File: src/rtl/kphre_pkg.sv
`default_nettype none

package kphre_pkg;

  // Matrix geometry; the pressed map carries one bit per key in row-major order.
  localparam int unsigned ROWS     = 4;
  localparam int unsigned COLS     = 4;
  localparam int unsigned NUM_KEYS = ROWS * COLS;
  localparam int unsigned MAP_BITS = 16;

  localparam int unsigned TIME_W = 32;
  localparam int unsigned POS_W  = 2;

  localparam logic [TIME_W-1:0] HOLD_THRESHOLD_RESET = 32'd500;

  // Per-key phase.
  typedef enum logic [1:0] {
    PH_IDLE    = 2'd0,
    PH_PRESS   = 2'd1,
    PH_HOLD    = 2'd2,
    PH_RELEASE = 2'd3
  } phase_e;

  // Event codes as they appear on the result port.
  typedef enum logic [1:0] {
    EV_NONE    = 2'd0,
    EV_PRESS   = 2'd1,
    EV_RELEASE = 2'd2,
    EV_HOLD    = 2'd3
  } event_e;

  // One scan result.
  typedef struct packed {
    event_e            kind;
    logic [POS_W-1:0]  row;
    logic [POS_W-1:0]  column;
  } result_t;

endpackage

`default_nettype wire

File: src/rtl/kphre_key.sv
`default_nettype none

module kphre_key
  import kphre_pkg::*;
(
  input  wire logic              clk_i,
  input  wire logic              rst_ni,
  input  wire logic              down_i,
  input  wire logic [TIME_W-1:0] now_i,
  input  wire logic [TIME_W-1:0] threshold_i,
  input  wire logic              commit_i,
  output event_e                 event_o
);

  phase_e            phase_q, phase_d;
  logic [TIME_W-1:0] time_q, time_d;
  logic [TIME_W-1:0] elapsed;
  logic              hold_reached;

  // Elapsed time wraps modulo 2^32, so a plain subtraction is enough.
  assign elapsed      = now_i - time_q;
  assign hold_reached = (elapsed >= threshold_i);

  // Next phase and timestamp.
  always_comb begin
    phase_d = phase_q;
    time_d  = time_q;
    unique case (phase_q)
      PH_IDLE: begin
        if (down_i) begin
          phase_d = PH_PRESS;
          time_d  = now_i;
        end
      end
      PH_PRESS: begin
        if (!down_i) begin
          phase_d = PH_RELEASE;
        end else if (hold_reached) begin
          phase_d = PH_HOLD;
        end
      end
      PH_HOLD: begin
        if (!down_i) begin
          phase_d = PH_RELEASE;
        end
      end
      PH_RELEASE: begin
        phase_d = PH_IDLE;
        time_d  = '0;
      end
      default: begin
        phase_d = PH_IDLE;
      end
    endcase
  end

  // Event this key would report for the current sample.
  always_comb begin
    event_o = EV_NONE;
    unique case (phase_q)
      PH_IDLE: begin
        if (down_i) begin
          event_o = EV_PRESS;
        end
      end
      PH_PRESS: begin
        if (!down_i) begin
          event_o = EV_RELEASE;
        end else if (hold_reached) begin
          event_o = EV_HOLD;
        end
      end
      PH_HOLD: begin
        if (!down_i) begin
          event_o = EV_RELEASE;
        end
      end
      PH_RELEASE: begin
        event_o = EV_NONE;
      end
      default: begin
        event_o = EV_NONE;
      end
    endcase
  end

  // The key only advances when the scan reaches it.
  always_ff @(posedge clk_i or negedge rst_ni) begin
    if (!rst_ni) begin
      phase_q <= PH_IDLE;
      time_q  <= '0;
    end else if (commit_i) begin
      phase_q <= phase_d;
      time_q  <= time_d;
    end
  end

endmodule

`default_nettype wire

File: src/rtl/kphre_pick.sv
`default_nettype none

module kphre_pick
  import kphre_pkg::*;
(
  input  wire logic                process_i,
  input  event_e                   event_i [NUM_KEYS],
  output logic [NUM_KEYS-1:0]      commit_o,
  output result_t                  result_o
);

  logic seen;

  // Row-major priority scan: keys up to and including the first one with an
  // event are committed, later keys keep their state.
  always_comb begin
    seen     = 1'b0;
    commit_o = '0;
    result_o = '{kind: EV_NONE, row: '0, column: '0};
    for (int unsigned i = 0; i < NUM_KEYS; i++) begin
      commit_o[i] = process_i && !seen;
      if (!seen && (event_i[i] != EV_NONE)) begin
        result_o.kind   = event_i[i];
        result_o.row    = POS_W'(i / COLS);
        result_o.column = POS_W'(i % COLS);
        seen            = 1'b1;
      end
    end
  end

endmodule

`default_nettype wire

File: src/rtl/keypad_press_hold_release_events_top.sv
// Keypad press/hold/release event scanner.
// The input register holds an accepted transaction; it is scanned into the result
// register and presented from there. Throughput: one transaction per cycle while
// out_ready_i does not stall; all key machines evaluate in parallel and the row-major
// priority pick sits between the input and result registers.
// Reset: asynchronous active low; all keys go idle and the hold threshold is 500.
`default_nettype none

module keypad_press_hold_release_events_top
  import kphre_pkg::*;
(
  input  wire logic              clk_i,
  input  wire logic              rst_ni,
  input  wire logic              cfg_we_i,
  input  wire logic [TIME_W-1:0] cfg_data_i,
  input  wire logic              in_valid_i,
  output logic                   in_ready_o,
  input  wire logic [MAP_BITS-1:0] pressed_map_i,
  input  wire logic [TIME_W-1:0] now_time_i,
  output logic                   out_valid_o,
  input  wire logic              out_ready_i,
  output logic [1:0]             event_kind_o,
  output logic [POS_W-1:0]       event_row_o,
  output logic [POS_W-1:0]       event_column_o
);

  logic [TIME_W-1:0]   threshold_q;
  logic                in_valid_q;
  logic [MAP_BITS-1:0] map_q;
  logic [TIME_W-1:0]   now_q;
  logic                out_valid_q;
  result_t             result_q;

  logic                advance;
  logic                process;
  logic                in_take;
  event_e              key_event [NUM_KEYS];
  logic [NUM_KEYS-1:0] commit;
  result_t             result;

  // Handshake: the held item is scanned whenever the result register is empty or being read.
  assign advance    = !out_valid_q || out_ready_i;
  assign process    = in_valid_q && advance;
  assign in_ready_o = !in_valid_q || advance;
  assign in_take    = in_valid_i && in_ready_o;

  // Hold threshold register.
  always_ff @(posedge clk_i or negedge rst_ni) begin
    if (!rst_ni) begin
      threshold_q <= HOLD_THRESHOLD_RESET;
    end else if (cfg_we_i) begin
      threshold_q <= cfg_data_i;
    end
  end

  // Input register.
  always_ff @(posedge clk_i or negedge rst_ni) begin
    if (!rst_ni) begin
      in_valid_q <= 1'b0;
    end else if (in_take) begin
      in_valid_q <= 1'b1;
    end else if (process) begin
      in_valid_q <= 1'b0;
    end
  end

  always_ff @(posedge clk_i) begin
    if (in_take) begin
      map_q <= pressed_map_i;
      now_q <= now_time_i;
    end
  end

  // One machine per key; keys beyond the map always read as released.
  for (genvar k = 0; k < NUM_KEYS; k++) begin : g_key
    logic down;
    if (k < MAP_BITS) begin : g_mapped
      assign down = map_q[k];
    end else begin : g_unmapped
      assign down = 1'b0;
    end

    kphre_key u_key (
      .clk_i       (clk_i),
      .rst_ni      (rst_ni),
      .down_i      (down),
      .now_i       (now_q),
      .threshold_i (threshold_q),
      .commit_i    (commit[k]),
      .event_o     (key_event[k])
    );
  end

  kphre_pick u_pick (
    .process_i (process),
    .event_i   (key_event),
    .commit_o  (commit),
    .result_o  (result)
  );

  // Result register.
  always_ff @(posedge clk_i or negedge rst_ni) begin
    if (!rst_ni) begin
      out_valid_q <= 1'b0;
    end else if (advance) begin
      out_valid_q <= in_valid_q;
    end
  end

  always_ff @(posedge clk_i) begin
    if (process) begin
      result_q <= result;
    end
  end

  assign out_valid_o    = out_valid_q;
  assign event_kind_o   = result_q.kind;
  assign event_row_o    = result_q.row;
  assign event_column_o = result_q.column;

endmodule

`default_nettype wire
File: config.mk
export PLATFORM = sky130hd
export DESIGN_NAME = keypad_press_hold_release_events_top
export DESIGN_NICKNAME = d
export VERILOG_FILES = /design/src/rtl/kphre_pkg.sv /design/src/rtl/kphre_key.sv /design/src/rtl/kphre_pick.sv /design/src/rtl/keypad_press_hold_release_events_top.sv
export SDC_FILE = /design/constraint.sdc
export NUM_CORES = 2
export LEC_CHECK = 0
export BUFFER_PORTS_ARGS = -buffer_cell sky130_fd_sc_hd__clkbuf_2
export CAP_MARGIN = 20
export CELL_PAD_IN_SITES_DETAIL_PLACEMENT = 0
export CELL_PAD_IN_SITES_GLOBAL_PLACEMENT = 1
export CORE_MARGIN = 1.5
export CORE_UTILIZATION = 45
export CTS_CLUSTER_SIZE = 14
export DETAILED_ROUTE_END_ITERATION = 8
export MAX_ROUTING_LAYER = met4
export PLACE_DENSITY = 0.77
export RECOVER_POWER = 50
export SYNTH_ARGS = -nofsm -noshare
export SYNTH_HDL_FRONTEND = slang
export SYNTH_HIERARCHICAL = 1
export SYNTH_SLANG_ARGS = --single-unit
export TNS_END_PERCENT = 1
File: constraint.sdc
create_clock -name clk_i -period 6.6 [get_ports clk_i]
set_clock_uncertainty 0.05 [all_clocks]
set_input_delay 0.99 -clock clk_i [delete_from_list [all_inputs] [get_ports clk_i]]
set_output_delay 0.99 -clock clk_i [all_outputs]
set_load 0.02 [all_outputs]
======== After elaboration in Yosys (flattened, before gate mapping) ========
Index checks and enable logic that the tools add are counted.
operators by class
  add/subtract/negate cells ............... 16
  multipliers ............................. 0
  div/mod/pow operators ................... 0
  $lt $le $gt $ge ......................... 16
  equal/unequal tests ..................... 96
  shift-type cells ........................ 0
  muxes and demuxes ....................... 225
  bitwise logic cells ..................... 0
  reductions and logical operators ........ 135
operators by type and width
  cell                                                             count
  32-bit case mux with 2 select lines                              16
  32-bit >= comparator                                             16
  32-bit two-way mux                                               16
  32-bit subtractor                                                16
  2-bit case mux with 4 select lines                               32
  2-bit two-way mux                                                112
  6-bit two-way mux                                                16
  2-bit nonzero test                                               33
  2-bit == test, second input constant                             32
  2-bit != test, second input constant                             32
  4-bit AND reduction                                              16
  3-bit by 2-bit != test with 1-bit output, second input constant  16
  3-bit AND reduction                                              16
  1-bit two-way mux                                                33
  2-bit by 1-bit == test with 1-bit output, second input constant  16
  1-bit logical AND                                                32
  2-bit logical NOT                                                16
  1-bit logical NOT                                                17
  8-bit OR reduction                                               1
  4-bit OR reduction                                               1
  1-bit logical OR                                                 2
  2-bit OR reduction                                               1
word-level totals
  register bits after elaboration ......... 632
  bits in latches ......................... 0
  bits in writable memories ............... 0
  bits in read-only memories .............. 0
  input bits .............................. 85
  output and inout port bits .............. 8
  logic and storage cells ................. 530
  memories ................................ 0

======== Longest topological paths before layout ========
  depth after elaboration ................. 52
  gate-level depth with buffers ........... 30
  mapped depth without buffers ............ 29

======== Cells and area by module ========
The synthesis kept the hierarchy.
by module, submodules not included
  module                                times used  cells an instance  area an instance (sq um)  seq. area each (sq um)
  kphre_key (g_key[11].u_key ...)       8           544                4,144.0                   850.8
  kphre_key (g_key[0].u_key ...)        3           547                4,226.6                   850.8
  kphre_key (g_key[8].u_key ...)        2           520                4,026.4                   850.8
  kphre_key (g_key[7].u_key)            1           521                4,077.7                   850.8
  kphre_key (g_key[10].u_key)           1           513                4,006.3                   850.8
  kphre_key (g_key[12].u_key)           1           519                3,983.8                   850.8
  keypad_press_hold_release_events_top  1           130                3,062.9                   2,479.9
  kphre_pick                            1           106                643.1                     0.0

======== Worst setup path after synthesis ========
No wires, ideal clock.
  kind .................................... reg-to-reg
  start point ............................. reg now_q[1]
  end point ............................... reg g_key[15].u_key.phase_q[1]
  data arrival time ....................... 6,517 ps
  setup slack ............................. -92 ps
  stages on the path, launching flop included .. 26
  period minus slack after synthesis ...... 6,692 ps
  cells stage by stage .................... edfxtp_1 -> ha_1 -> nor2b_1 -> o2111ai_1 -> nand3_1 -> and2_1 -> buf_6 -> a2111oi_4 -> nor3_1 -> or3b_1 -> ha_1 -> nand4_1 -> o211ai_1 -> o221a_2 -> nor3_1 -> o211ai_1 -> a21oi_1 -> nor2_1 -> nor4_4 -> nand4_2 -> nor4_4 -> nand2_2 -> nor4_2 -> inv_1 -> nor3_1 -> mux2_2
RTL lines
  item                    RTL line                                    text
  start, declared         keypad_press_hold_release_events_top.sv:30  logic [TIME_W-1:0] now_q;
  start signal, assigned  keypad_press_hold_release_events_top.sv:70  now_q <= now_time_i;
  end signal, assigned    kphre_key.sv:93                             phase_q <= phase_d;
  end, declared           kphre_key.sv:15                             phase_e phase_q, phase_d;

==> impl_metrics.yaml <==
run_status:
  status: "finished with violations"
  violations: "capacitance limit, slew limit"
route:
  avgRoutedWirePerCell_um: 22.1
  drt_pre_antenna_iters: 7
  drc: 0
  via_count: 64800
  via_per_inst: 5.68
  finalWirelength_um: 253000
  drt_iter0_drc: 4722
  detail-route-antenna-nets: 0
global_route:
  overflow: 0
  grt_pass1_vias: 61300
  grt_max_degree: 107
  grt_pass1_wl_um: 375000
  antenna_found_initial: 8
  grtUsageTotal_pct: 32.2
worst_setup_path:
  reg2regPathDepth: 30
  slowest_delay_ns: 0.38
  crit_type: "register to register"
  crit_fanout: 18
  r2r_slack_ns: 0.08
  critPathRequiredTime_ns: 7.17
  crit_slowest_cell: "edfxtp_1"
  reg2reg_from: "now_q[4]"
  worstReg2RegEnd: "g_key[8].u_key/time_q[18]"
  startpoint_type: "register"
  cp-end-kind: "register"
  cp_common_cell: "buf_4"
  arrival_ns: 7.09
cts:
  cts_inserted_buffers: 87
  clock-root-buffer: "clkbuf_16"
  clk_latency_ns: 0.75
  cts_tree: "done"
  max-clock-path-buffers: 3
  cts_hold_buf: 0
  h-tree-depth: 3
  numClockSinks: 632
  clkSlewWorstSetupHoldPaths_ns: 0.06
hold_path:
  hold_depth: 1
  hold_end: "now_q[18]"
  worstHoldStart: "now_time_i[18]"
  hp-class: "input pin to register"
power_and_ir_drop:
  vdd_ir_drop_max_mv: 0.248
  leakage_nw: 37.1
  switching_power_w: 0.0116
  p_int_w: 0.0142
  pwr-share-clk_pct: 19.9
  power_density_mw_per_mm2: 320
  switching_share_pct: 45.1
  pwr-share-seq_pct: 20.6
  combPwrFrac_pct: 59.5
floorplan:
  die_h_um: 396
  rows: 144
  die_x_um: 396
  initial_utilization_pct: 45.3
  io_pins: 93
  coreArea_mm2: 0.154
  die_area_mm2: 0.157
logic_synthesis:
  synth-async-reset-ratio_pct: 91.5
  synth_compound_area_share_pct: 22.7
  synth-seq-cells: 632
  syn_inst: 8822
  yosys.area_share.simple_pct: 20.1
  synth_ff_type: "dfrtp_1"
  synth_mux_area_share_pct: 1.30
  synth-edff-count: 54
  synthesis.nets: 9995
  synth-xor-area-share_pct: 5.43
  synth_top_family_by_area: "compound AO/OA/AOI/OAI gates"
  syn_area_per_cell_um2: 7.90
  ys_warn_count: 6
  ys_seq_area_share_pct: 23.1
  syn_area_mm2: 0.0697
  synth.distinct_cells: 112
  synthAdderAreaFrac_pct: 19.7
placed_design:
  port_buffers: 92
  gp_congestion: 0.990
  placed_area_mm2: 0.0760
  place_ws_ns: -0.510
  hpwlAfterDp_um: 186000
timing:
  min_period_ns: 6.52
  worst_slack_ns: 0.0804
  finalCritPeriodShare_pct: 98.8
  relSlewSlack_pct: -204
  tightest_slew_ns: 4.55
  slew_viol_final: 142
  setup_violations: 0
  fmax_ghz: 0.153
  rsz0062_at_grt: "yes"
  finalHoldViolCount: 0
finish:
  final_core_util_pct: 52.4
  drive_above_1_share_pct: 12.5
  fill_cells: 14900
  fin_area_mm2: 0.0807
  final_net_count: 10500
  syn2layout_area_growth_pct: 15.8
run:
  drv_cap: 5
==> worst max-delay path by stage <==
stage | start | endpoint | slack (ns) | depth (start not counted)
6_report | now_q[4] | g_key[8].u_key/time_q[18] | 0.08 | 30
5_1_grt | now_q[4] | g_key[8].u_key/time_q[3] | -0.14 | 28
4_1_cts | now_q[0] | g_key[15].u_key/phase_q[1] | -0.003 | 32
3_5_place_dp | now_q[0] | g_key[8].u_key/time_q[22] | -0.51 | 31
3_3_place_gp | now_q[0] | g_key[8].u_key/time_q[17] | -0.42 | 32
2_1_floorplan | now_q[1] | g_key[8].u_key/time_q[21] | -0.05 | 26
==> what timing repair did <==
action,CTS,global route
gates resized for setup,41,207
hold endpoints to repair,0,0
setup endpoints to repair,308,422
pin swaps,24,100
cloned,0,11
buffers inserted,4,40
==> state kept, by name, summed over array words and instances, names as in the netlist <==
name / cells
event_kind_o: 2
event_column_o: 2
threshold_q: 32
event_row_o: 2
map_q: 16
in_valid_q: 1
g_key.u_key/phase_q: 32
g_key.u_key/time_q: 512
now_q: 32
out_valid_o: 1
==> kinds of logic after synthesis <==
family	after synthesis
xor gates and xnor gates	432
muxes	71
AOI/OAI and AO/OA	2431
adders and majority gates	1088
and+or+nand+nor	2795
DFF	632
buffers and inverters	1373
==> power groups by stage <==
| stage | combinational [W] | sequential [W] | clock [W] |
|---|---|---|---|
| global placement | 0.0142 | 0.00533 | 0 |
| global route | 0.0171 | 0.00536 | 0.00539 |
| finish | 0.0153 | 0.00530 | 0.00514 |
| CTS | 0.0147 | 0.00529 | 0.00526 |
| floorplan | 0.0105 | 0.00512 | 0 |
| detailed placement | 0.0145 | 0.00536 | 0 |
==> worst max-delay path, delay by kind of cell, from the launching register on <==
kind | cells | cell delay, ns
AO/OA/AOI/OAI | 11 | 2.11
adder cells (fa/ha/maj) | 2 | 0.62
buffers and inverters | 7 | 1.20
flip-flops | 1 | 0.38
AND/OR/NAND/NOR | 10 | 1.97
==> Yosys cell counts (all sizes together), types with 12 or more instances <==
cell | number | share of area (%)
a2111oi | 24 | 0.60
a211o | 23 | 0.29
a211oi | 149 | 1.8
a21boi | 14 | 0.15
a21o | 205 | 2.2
a21oi | 614 | 4.5
a221oi | 18 | 0.34
a311o | 20 | 0.29
a311oi | 18 | 0.23
a31oi | 43 | 0.48
a41oi | 13 | 0.16
and2 | 46 | 0.44
and3 | 77 | 0.71
and4 | 33 | 0.43
buf | 25 | 0.38
clkbuf | 183 | 1.0
dfrtp | 572 | 21
edfxtp | 54 | 2.3
fa | 16 | 0.46
ha | 1072 | 19
inv | 1162 | 6.3
mux2 | 66 | 1.2
nand2 | 976 | 5.3
nand2b | 595 | 5.3
nand3 | 140 | 1.0
nand4 | 120 | 1.1
nor2 | 406 | 2.2
nor2b | 49 | 0.44
nor3 | 178 | 1.3
nor3b | 33 | 0.42
nor4 | 42 | 0.46
o2111a | 16 | 0.26
o2111ai | 31 | 0.42
o211ai | 91 | 1.1
o21a | 55 | 0.59
o21ai | 839 | 6.1
o21bai | 70 | 0.75
o22ai | 12 | 0.13
o31ai | 77 | 0.85
or2 | 23 | 0.21
or3 | 47 | 0.44
xnor2 | 289 | 3.6
xor2 | 143 | 1.8
==> routing by layer <==
layer  up-vias  wire (um)  track usage, %
met3       441      13600            3.61
met2      1704     117000            52.4
li1      31800          -               -
met1     30900     110000            40.6
met5         -          0               -
met4         0      12300            13.4
==> cell type report <==
| cell class | instances | area (um^2) | share of cell area, % |
|---|---|---|---|
| repair buffers | 595 | 5230 | 6.49 |
| flip-flops and latches | 632 | 16100 | 20.0 |
| diodes | 3 | 7.51 | 0.00931 |
| inverters | 1162 | 4360 | 5.41 |
| multi-input cells | 6818 | 49300 | 61.1 |
| clock buffers | 116 | 2400 | 2.97 |
| well taps | 2044 | 2560 | 3.17 |
| clock inverters | 45 | 686 | 0.850 |
==> cells in the final DEF (no fill, tap or decap), types with 54 or more instances in the layout <==
cell type,count
ha_1,1059
edfxtp_1,54
o31ai_1,63
clkbuf_2,72
nand3_1,137
buf_4,416
clkbuf_16,96
nand2_1,960
o211ai_1,71
inv_1,1157
nor2_1,402
a211oi_1,107
a21oi_1,576
nor3_1,169
dfrtp_1,550
xnor2_1,289
nand4_1,119
o21ai_1,60
buf_12,65
xor2_1,143
o21ai_0,758
nand2b_1,595
and3_1,65
o21a_1,55
a21o_1,198
o21bai_1,69
==> per-stage QoR <==
| stage | power [W] | hold WS [ns] | instances | setup TNS, ns |
|---|---|---|---|---|
| 6_report | 0.0258 | 0.365 | 11400 | 0 |
| 4_1_cts | 0.0253 | 0.165 | 11400 | -0.00253 |
| 5_1_grt | 0.0279 | 0.350 | 11400 | -7.79 |
| 3_5_place_dp | 0.0198 | 0.419 | 11200 | -41.11 |
| 3_3_place_gp | 0.0196 | 0.411 | 11200 | -34.90 |
| 2_1_floorplan | 0.0156 | 0.399 | 8822 | -1.44 |
No activity file was read; power rests on OpenSTA's default activity.
